===== config.mk =====
export PLATFORM = sky130hd
export DESIGN_NAME = xalu_ctrl
export DESIGN_NICKNAME = d
export VERILOG_FILES = /design/src/rtl/core/xalu_pkg.sv /design/src/rtl/core/xalu_ctrl.sv
export SDC_FILE = /design/constraint.sdc
export NUM_CORES = 1
export LEC_CHECK = 0
export ABC_CLOCK_PERIOD_IN_PS = 3600
export BUFFER_PORTS_ARGS = -buffer_cell sky130_fd_sc_hd__clkbuf_2
export CAP_MARGIN = 20
export CELL_PAD_IN_SITES_DETAIL_PLACEMENT = 0
export CELL_PAD_IN_SITES_GLOBAL_PLACEMENT = 2
export CORE_AREA = 4 4 41 43
export DETAILED_ROUTE_END_ITERATION = 12
export DIE_AREA = 0 0 45 47
export GPL_TIMING_DRIVEN = 0
export PLACE_DENSITY_LB_ADDON = 0.1
export SLEW_MARGIN = 25
export SYNTH_ARGS = -nofsm -noshare
export SYNTH_HDL_FRONTEND = slang
export SYNTH_SLANG_ARGS = --single-unit

===== constraint.sdc =====
create_clock -name clock -period 3.6 [get_ports clock]
set_input_delay 0.36 -clock clock [delete_from_list [all_inputs] [get_ports clock]]
set_output_delay 0.36 -clock clock [all_outputs]
set_load 0.01 [all_outputs]

===== src/rtl/core/xalu_pkg.sv =====
// Package: opcodes, widths, controller types for the x86 integer ALU.
package xalu_pkg;
   localparam int MAX_WIDTH_DEFAULT = 32;
   localparam int DIV_STEPS = 64;

   localparam logic [3:0] OP_ADD  = 4'd0;
   localparam logic [3:0] OP_ADC  = 4'd1;
   localparam logic [3:0] OP_SUB  = 4'd2;
   localparam logic [3:0] OP_SBB  = 4'd3;
   localparam logic [3:0] OP_AND  = 4'd4;
   localparam logic [3:0] OP_OR   = 4'd5;
   localparam logic [3:0] OP_XOR  = 4'd6;
   localparam logic [3:0] OP_SHL  = 4'd7;
   localparam logic [3:0] OP_SHR  = 4'd8;
   localparam logic [3:0] OP_SAR  = 4'd9;
   localparam logic [3:0] OP_MUL  = 4'd10;
   localparam logic [3:0] OP_IMUL = 4'd11;
   localparam logic [3:0] OP_DIV  = 4'd12;
   localparam logic [3:0] OP_IDIV = 4'd13;
   localparam logic [3:0] OP_MOD  = 4'd14;

   localparam logic [1:0] WC_8  = 2'd0;
   localparam logic [1:0] WC_16 = 2'd1;

   typedef enum logic [2:0] {
      ST_IDLE, ST_EXEC, ST_MUL, ST_DIV, ST_DIVFIN, ST_OUT
   } state_type;

   typedef struct packed {
      logic load;
      logic exec;
      logic mul_fin;
      logic div_start;
      logic div_step;
      logic div_fin;
   } cmd_type;

   typedef struct packed {
      logic is_mul;
      logic is_div;
      logic div_zero;
      logic div_last;
   } stat_type;
endpackage


===== src/rtl/core/xalu_ctrl.sv =====
// Controller: sequences load, execute, multiply, divide and result handshake.
module xalu_ctrl import xalu_pkg::*; (
   input  logic     clock,
   input  logic     reset,
   input  logic     req_valid,
   output logic     req_ready,
   output logic     rsp_valid,
   input  logic     rsp_ready,
   input  stat_type stat,
   output cmd_type  cmd
);
   state_type state_ff, state_in;

   always_ff @(posedge clock) begin
      if (reset) state_ff <= ST_IDLE;
      else state_ff <= state_in;
   end

   always_comb begin
      state_in = state_ff;
      cmd = '0;
      req_ready = 1'b0;
      rsp_valid = 1'b0;
      unique case (state_ff)
         ST_IDLE: begin
            req_ready = 1'b1;
            if (req_valid) begin
               cmd.load = 1'b1;
               state_in = ST_EXEC;
            end
         end
         ST_EXEC: begin
            if (stat.is_mul) state_in = ST_MUL;
            else if (stat.is_div && !stat.div_zero) begin
               cmd.div_start = 1'b1;
               state_in = ST_DIV;
            end else begin
               cmd.exec = 1'b1;
               state_in = ST_OUT;
            end
         end
         ST_MUL: begin
            cmd.mul_fin = 1'b1;
            state_in = ST_OUT;
         end
         ST_DIV: begin
            cmd.div_step = 1'b1;
            if (stat.div_last) state_in = ST_DIVFIN;
         end
         ST_DIVFIN: begin
            cmd.div_fin = 1'b1;
            state_in = ST_OUT;
         end
         ST_OUT: begin
            rsp_valid = 1'b1;
            if (rsp_ready) state_in = ST_IDLE;
         end
         default: state_in = ST_IDLE;
      endcase
   end
endmodule


==> out/qor.yml, run 1 <==
outcome: "complete, no violations"
track_usage_pct: 8.53
post-synth-top-count-cell: "nor3_1"
cp.arrival_ns: 1.39
yosys-top-cells-area: "dfxtp_1 (23%), nor3_1 (12%), o31ai_4 (8.2%)"
rows: 13
io_pins: 16
fillers: 159
start_util_pct: 19.9
drtAntennaViolNets: 0
cp-start-kind: "flop"
rsz0062_at_grt: "no"
setup_viol: 0
fin_util_pct: 29.1
synthCells: 31
largest_register: "state_ff"
critPathKind: "flop to output port"
cap_violations: 0
required_ns: 3.24
fp.coreArea_um2: 1300
hold_path_class: "input port to flop"
clock_skew_ns: 0.00311
die_h_um: 47
hold_viol: 0
ys_seq_area_share_pct: 23.2
clk_transition_reported_paths_ns: 0.04
yosysWarnings: 0
power_density_nw_per_um2: 471
synth_area_um2: 259
multi_input_area_um2: 175
route.vias.total: 305
clockBufferDepth: 2
drt-pass1-iter-count: 1
wl_per_cell_um: 10.8
synth_nets: 39
ys_seq_elements: 3
yosysUniqueCellTypes: 20
nets: 59
drv_slew: 0
p_total_w: 0.000179
cts_made_buffers: 3
synthTopCellsByCount: "nor3_1 (6), nor2_1 (4), dfxtp_1 (3)"
antenna_found_initial: 0
synth_top_cell_by_area: "dfxtp_1"
cts_setup_buffers: 0
clock-root-buffer: "clkbuf_4"
max_freq_mhz: 570
syn_area_per_cell_um2: 8.35
synth_edf_count: 0
setup-tns-final_ns: 0
vdd_ir_drop_max_uv: 104
holdBufCountCts: 0
h-tree-depth: 1
viasPerCell: 4.69
finalHoldWorstSlack_ns: 0.328
clock-sinks: 3
drive_gt1_share_pct: 50.0
path_max_fanout: 8
gp_congestion: 0.707
portBuffers: 15
clk_latency_ns: 0.23
synth_ff_type: "dfxtp_1"
slew_headroom_pct: 74.6
largest_register_ffs: 3
cp-end-kind: "output port"
grt_pass1_wl_um: 1240
leakage_nw: 0.170
drt_iter0_drc: 0
antenna_cells: 0
period_needed_ns: 1.75
grt_max_degree: 11
dp.cells: 61
ctsResizeCount: 0
gr-total-overflow: 0
dpl.hpwl_um: 558
syn2layout_area_growth_pct: 46.4
drc_errors: 0
r2r_slack_ns: 2.20
post-route-period-util_pct: 48.7
area.sequential_um2: 60.1
synth.top_cell.area_share_pct: 23.2
tightest_slew_ns: 0.379
grt_pass1_vias: 300
layoutNonFillerInstCount: 65
async_flop_share_pct: 0
cts_tree: "done"
dieArea_um2: 2120
fp.dieW_um: 45
reg_top3: "state_ff: 3 flops"
wirelength_um: 702
==> kinds of logic after synthesis <==
family | count (synthesis) | synth area share [%]
and+or+nand+nor | 18 | 40.6
AOI/OAI and AO/OA | 6 | 27.1
buffers and inverters | 4 | 9.18
DFF | 3 | 23.2
==> critical path, stage by stage, from the launching register on <==
cell      delay [ns]
dfxtp_1         0.47
nand2b_1        0.23
nor4b_1         0.27
clkbuf_2        0.18
==> area by class of cell <==
type / count / area share [%]
Buffer: 2 / 4.29
Clock buffer: 4 / 6.93
Inverter: 2 / 1.98
Multi-Input combinational cell: 24 / 46.2
Sequential cell: 3 / 15.8
Tap cell: 15 / 4.95
Timing Repair Buffer: 15 / 19.8
==> per-stage QoR <==
| stage | area (um^2) | setup slack, ns |
|---|---|---|
| 6_report | 379 | 1.85 |
| 2_1_floorplan | 259 | 2.13 |
| 3_5_place_dp | 353 | 2.08 |
| 5_1_grt | 379 | 1.70 |
| 4_1_cts | 379 | 1.82 |
| 3_3_place_gp | 353 | 2.08 |
==> placed cells by master (no fill, tap or decap) <==
| master | n |
|---|---|
| nor4_1 | 1 |
| a211oi_1 | 1 |
| and2_1 | 1 |
| a221oi_2 | 1 |
| nor2b_1 | 1 |
| nand2b_1 | 1 |
| a21oi_1 | 1 |
| inv_1 | 2 |
| clkbuf_1 | 1 |
| a2111oi_0 | 1 |
| nor4b_1 | 1 |
| or4_4 | 1 |
| nor3b_1 | 1 |
| clkbuf_2 | 15 |
| buf_6 | 1 |
| dfxtp_1 | 3 |
| nor2_1 | 4 |
| buf_2 | 1 |
| o31ai_4 | 1 |
| clkbuf_4 | 3 |
| and3_2 | 1 |
| a31oi_2 | 1 |
| nor3_1 | 6 |
==> routing by layer <==
layer / track usage, % / vias to the layer above / share of wire, %
met5: 0 / - / 0
li1: - / 157 / -
met3: 2.68 / 4 / 9.1
met1: 9.32 / 133 / 41
met2: 12.7 / 11 / 47
met4: 8.77 / 0 / 3.6
==> path summary, 6_finish.rpt <==
path | from | to | depth (start not counted)
worst max-delay path | state_ff[0] | cmd[2] | 3
worst min-delay path | reset | state_ff[0] | 2
worst max register to register | state_ff[0] | state_ff[2] | 4
worst min register to register | state_ff[0] | state_ff[0] | 2
==> power by group <==
part           leakage (nW)  switching (W)  internal (W)
Combinational         0.130      0.0000407     0.0000340
Sequential           0.0248     0.00000568     0.0000386
Clock                0.0150      0.0000180     0.0000416
Note: power is estimated with default switching activity, not from simulation.
==> run 2, diff against run 1 <==
- ABC_AREA: unset -> 1
- ABC_CLOCK_PERIOD_IN_PS: 3600 -> 1400
- CORE_AREA: 4 4 41 43 -> unset
- CORE_ASPECT_RATIO: unset -> 1.4
- CORE_MARGIN: unset -> 4
- CORE_UTILIZATION: unset -> 15
- DIE_AREA: 0 0 45 47 -> unset
- clock period: 3.6 -> 1.4 ns (I/O delays scaled with it)
==> run 2 against run 1 <==
Against the previous run: first-iteration DRC count is the same; routed wire length grew 8.7%; die area grew 23%; clock-buffer cell count is the same; global-route usage shrank 1.5 points; via count grew 17%; clock power grew 140%.
==> out/qor.yml, run 2 <==
hold_path_class: "input port to flop"
drtAntennaViolNets: 0  # unchanged
syn2layout_area_growth_pct: 53.6
cp.arrival_ns: 1.12  # -0.27 ns
crit_buf_inv: 1  # unchanged
syn_area_per_cell_um2: 5.29  # -37%
antenna_cells: 0  # unchanged
ys_seq_area_share_pct: 21.8  # -1.4 points
fp.dieW_um: 44.2  # -1.8%
grt_max_degree: 9  # -2
yosysWarnings: 0  # unchanged
wirelength_um: 763  # +8.7%
synthTopCellsByCount: "inv_1 (12), nand2_1 (12), nor2_1 (11)"
synth_top_family_by_area: "simple AND/OR/NAND/NOR gates"
largest_register_ffs: 3  # unchanged
hold_viol: 0  # unchanged
setup-tns-final_ns: 0  # unchanged
portBuffers: 15  # unchanged
fp.coreArea_um2: 1760  # +35%
drive_gt1_share_pct: 39.4  # -11 points
clock-sinks: 3  # unchanged
grt_pass1_wl_um: 1420  # +15%
ctsResizeCount: 0  # unchanged
synth.top_cell.area_share_pct: 21.8  # -1.4 points
die_h_um: 58.7  # +25%
yosys-top-cells-area: "dfxtp_1 (22%), inv_1 (16%), nand2_1 (16%)"
drc_errors: 0  # unchanged
cp_slowest_cell: "dfxtp_1"
track_usage_pct: 7.07  # -1.5 points
antenna_found_initial: 0  # unchanged
rsz0062_at_grt: "no"
max_stage_delay_ns: 0.39  # -0.08 ns
p_total_w: 0.000700  # +290%
critPathKind: "flop to output port"
tightest_slew_ns: 0.322  # -0.0568 ns
synth_fa_ha_area_share_pct: 0  # unchanged
vdd_ir_drop_max_uv: 385  # +270%
drv_slew: 0  # unchanged
start_util_pct: 15.7  # -4.2 points
synth_nets: 60  # +54%
clk_transition_reported_paths_ns: 0.03  # about the same
clk_latency_ns: 0.23  # about the same
post-route-period-util_pct: 90.1
synth_edf_count: 0  # unchanged
layoutNonFillerInstCount: 91  # +40%
route.vias.total: 357  # +17%
cp-end-kind: "output port"
synth_ff_type: "dfxtp_1"
largest_register: "state_ff"
leakage_nw: 0.253  # +49%
clockBufferDepth: 2  # unchanged
outcome: "complete, no violations"
io_pins: 16  # unchanged
dp.cells: 87  # +43%
setup_ws_ns: 0.138  # -1.71 ns
synth_top_cell_by_area: "dfxtp_1"
ys_seq_elements: 3  # unchanged
cap_violations: 0  # unchanged
max_freq_mhz: 792
h-tree-depth: 1  # unchanged
path_max_fanout: 7  # -1
cp-start-kind: "flop"
fin_util_pct: 24.1  # -5.1 points
wl_per_cell_um: 8.38  # -22%
cts_setup_buffers: 0  # unchanged
async_flop_share_pct: 0  # unchanged
dieArea_um2: 2590  # +23%
slew_headroom_pct: 78.5  # +4.0 points
cts_made_buffers: 3  # unchanged
synthCells: 52  # +68%
post-place-ws_ns: 0.288  # -1.79 ns
final_common_cell: "clkbuf_2"
viasPerCell: 3.92  # -16%
synthMuxAreaShare_pct: 0  # unchanged
path_delay_family: "flip-flops"
reg_top3: "state_ff: 3 flops"
cts_tree: "done"
synthSimpleGateAreaFrac_pct: 52.3  # +12 points
synth_compound_area_share_pct: 5.45  # -22 points
crit_chain: "nor2_2, nand3_1, nor2_1, clkbuf_2"
gp_congestion: 0.714  # +1.1%
clock-root-buffer: "clkbuf_4"
yosysUniqueCellTypes: 11  # -45%
gr-total-overflow: 0  # unchanged
grt_pass1_vias: 357  # +19%
synth_xor_area_share_pct: 0  # unchanged
nets: 80  # +36%
drt-pass1-iter-count: 1  # unchanged
rows: 18  # +5
clock_skew_ns: 0.00126  # -0.00185 ns
setup_viol: 0  # unchanged
power_density_nw_per_um2: 1650  # +250%
holdBufCountCts: 0  # unchanged
dpl.hpwl_um: 694  # +24%
required_ns: 1.26  # -1.98 ns
final_cell_mix: "clkbuf_2 (15), nand2_1 (12), inv_1 (10)"
drt_iter0_drc: 0  # unchanged
period_needed_ns: 1.26
synth_area_um2: 275  # +6.3%
## run 2: cell count changes after synthesis, moves of 2 or more
cell     previous run  this run
nand3_1             0         5
inv_1               2        12
a21oi_1             1         3
nand2_1             0        12
nor2_1              4        11
nor3_1              6         2
## run 2: power by group
| part | internal [W] | switching [W] | total (W) |
|---|---|---|---|
| Sequential | 0.000115 | 0.0000280 | 0.000143 |
| Combinational | 0.000160 | 0.000250 | 0.000411 |
| Clock | 0.000106 | 0.0000390 | 0.000145 |
## run 2: cells by family (layout without fill, tap and decap cells)
logic type,count (synthesis),in the layout
buf+inv,13,32
flops,3,3
simple gates,33,33
compound gates,3,3
## run 2: per-stage QoR
stage / hold WS, ns / instance area, um^2
floorplan: 0.209 / 275
global placement: 0.324 / 375
detailed placement: 0.326 / 375
CTS: 0.0843 / 402
global route: 0.102 / 423
finish: 0.0873 / 423
## run 2: final cells by class
type / count / area, um^2
fillers: 215 / 1330
multi-input cells: 36 / 175
repair buffers: 15 / 75.1
flip-flops and latches: 3 / 61.3
inverters: 12 / 48.8
clock buffers: 4 / 26.3
well taps: 20 / 25.0
plain buffers: 1 / 11.3
## run 2: per-layer routing
metal  track usage (%)  vias up  wire (um)
li1                  -      192          -
met1              8.12      152        307
met2              12.7       11        403
met3              1.22        2         43
met4              2.59        0          8
met5                 0        -          0
## run 2: final timing paths
path | slack, ns | to | cells after the start | startpoint
worst min register to register | 0.64 | state_ff[1] | 4 | state_ff[0]
worst max register to register | 0.27 | state_ff[0] | 7 | state_ff[1]
worst min-delay path | 0.09 | state_ff[1] | 2 | reset
worst max-delay path | 0.14 | cmd[2] | 4 | state_ff[1]
==> run 3, diff against run 2 <==
- CORE_ASPECT_RATIO: 1.4 -> unset
- CORE_UTILIZATION: 15 -> 17
- CTS_BUF_LIST: unset -> sky130_fd_sc_hd__clkbuf_8
==> run 3 against run 2 <==
Against the previous run: worst setup slack got worse by 0.025 ns; routed wire length is 3.9% lower; critical path depth grew 1.
==> out/qor.yml, run 3 (synthesized netlist as in run 2, its figures left out) <==
route.vias.total: 341  # -4.5%
reg_top3: "state_ff: 3 flops"
clockBufferDepth: 2  # unchanged
period_needed_ns: 1.29  # +0.0249 ns
fillers: 191  # -11%
drv_slew: 0  # unchanged
rsz0062_at_grt: "no"
slew_headroom_pct: 84.7  # +6.2 points
max_freq_mhz: 777  # -1.9%
portBuffers: 15  # unchanged
gr-total-overflow: 0  # unchanged
h-tree-depth: 1  # unchanged
grt_pass1_wl_um: 1060  # -25%
vdd_ir_drop_max_uv: 370  # -3.9%
dieArea_um2: 2330  # -10%
drt_iter0_drc: 1  # +1
clk_transition_reported_paths_ns: 0.03  # about the same
drt-pass1-iter-count: 2  # +1
post-route-period-util_pct: 91.9  # +1.8 points
grt_max_degree: 9  # unchanged
antenna_found_initial: 0  # unchanged
gp_congestion: 0.653  # -8.7%
power_frac_seq_pct: 17.8  # -2.7 points
nets: 80  # unchanged
rows: 14  # -4
wirelength_um: 733  # -3.9%
setup_ws_ns: 0.113  # -0.0249 ns
viasPerCell: 3.92  # about the same
tightest_slew_ns: 0.229  # -0.0927 ns
drtAntennaViolNets: 0  # unchanged
cts_tree: "done"
final_common_cell: "clkbuf_2"
hold_path_class: "input port to flop"
outcome: "complete, no violations"
p_total_w: 0.000751  # +7.3%
post-place-ws_ns: 0.264  # -0.0241 ns
drive_gt1_share_pct: 32.4  # -7.0 points
clock-root-buffer: "clkbuf_8"
setup_viol: 0  # unchanged
clock-sinks: 3  # unchanged
layoutNonFillerInstCount: 87  # -4.4%
antenna_cells: 0  # unchanged
cp-end-kind: "output port"
path_max_fanout: 5  # -2
cp-start-kind: "flop"
p_switching_w: 0.000305  # -3.9%
grt_pass1_vias: 284  # -20%
swShare_pct: 40.6  # -4.8 points
leakage_nw: 0.269  # +6.2%
wl_per_cell_um: 8.43  # +0.49%
syn2layout_area_growth_pct: 52.7
io_pins: 16  # unchanged
cts_made_buffers: 3  # unchanged
cp.arrival_ns: 1.15  # +0.03 ns
holdBufCountCts: 0  # unchanged
start_util_pct: 18.1  # +2.4 points
internal_power_w: 0.000446  # +17%
critPathKind: "flop to output port"
clk_latency_ns: 0.21  # -0.02 ns
power_frac_comb_pct: 50.4  # -8.3 points
fin_util_pct: 27.6  # +3.5 points
fp.dieW_um: 48.2  # +9.1%
p_clk_share_pct: 31.8  # +11 points
dp.cells: 83  # -4.6%
drc_errors: 0  # unchanged
final_cell_mix: "clkbuf_2 (15), inv_1 (13), nand2_1 (12)"
fp.coreArea_um2: 1520  # -13%
die_h_um: 48.2  # -18%
power_density_nw_per_um2: 1790  # +8.0%
required_ns: 1.26  # about the same
setup-tns-final_ns: 0  # unchanged
track_usage_pct: 6.50  # -0.58 points
hold_viol: 0  # unchanged
largest_register: "state_ff"
largest_register_ffs: 3  # unchanged
dpl.hpwl_um: 634  # -8.7%
cap_violations: 0  # unchanged
clock_skew_ns: 0.000139  # -0.00112 ns
==> run 3: changes by cell type in the layout (fill, tap and decap cells not counted), sizes merged <==
cell      before  now
clkinvlp       1    0
inv           11   13
clkbuf        19   18
==> run 3: per-stage QoR <==
step | hold WS, ns | instance area, um^2
5_1_grt | 0.107 | 420
3_3_place_gp | 0.326 | 370
6_report | 0.103 | 420
2_1_floorplan | 0.209 | 275
4_1_cts | 0.102 | 415
3_5_place_dp | 0.325 | 370
==> run 3: power groups by stage <==
stage	registers [W]	clock network, W	logic (W)
5_1_grt	0.000136	0.000246	0.000440
3_3_place_gp	0.000135	0	0.000391
3_5_place_dp	0.000134	0	0.000381
6_report	0.000134	0.000239	0.000378
2_1_floorplan	0.000130	0	0.000272
4_1_cts	0.000133	0.000245	0.000382
==> run 3: critical path, cell delays in order (launching register included) <==
cell,delay (ns)
dfxtp_1,0.34
inv_1,0.10
nor2_1,0.15
nand3_1,0.12
nor2_1,0.10
clkbuf_2,0.14
==> run 3: metal layers <==
layer  track usage [%]  part of all wire, %  up-vias
met3                 0                  8.3        0
met5                 0                    0        -
li1                  -                    -      192
met2              10.9                   47       10
met1              8.52                   45      139
met4              3.23                    0        0
==> run 3: timing repair <==
item / in CTS / in global routing
gates resized for setup: 0 / 1
buffers inserted: 0 / 0
setup endpoints to repair: 0 / 1
endpoints found under the hold margin: 0 / 0
==> run 3: final timing paths <==
check                                 start     endpoint  slack, ns  cells after the start
worst max-delay path            state_ff[0]       cmd[2]       0.11                      5
worst max register to register  state_ff[2]  state_ff[0]       0.35                      6
worst min register to register  state_ff[0]  state_ff[1]       0.62                      4
worst min-delay path                  reset  state_ff[1]       0.10                      2
==> run 3: cell type report <==
| type | instances | area, um^2 | area share, % |
|---|---|---|---|
| Clock inverter | 1 | 3.75 | 0.893 |
| Buffer | 1 | 11.3 | 2.68 |
| Inverter | 12 | 45.0 | 10.7 |
| Timing Repair Buffer | 15 | 75.1 | 17.9 |
| Clock buffer | 3 | 41.3 | 9.82 |
| Sequential cell | 3 | 60.1 | 14.3 |
| Tap cell | 16 | 20.0 | 4.76 |
| Multi-Input combinational cell | 36 | 164 | 39.0 |
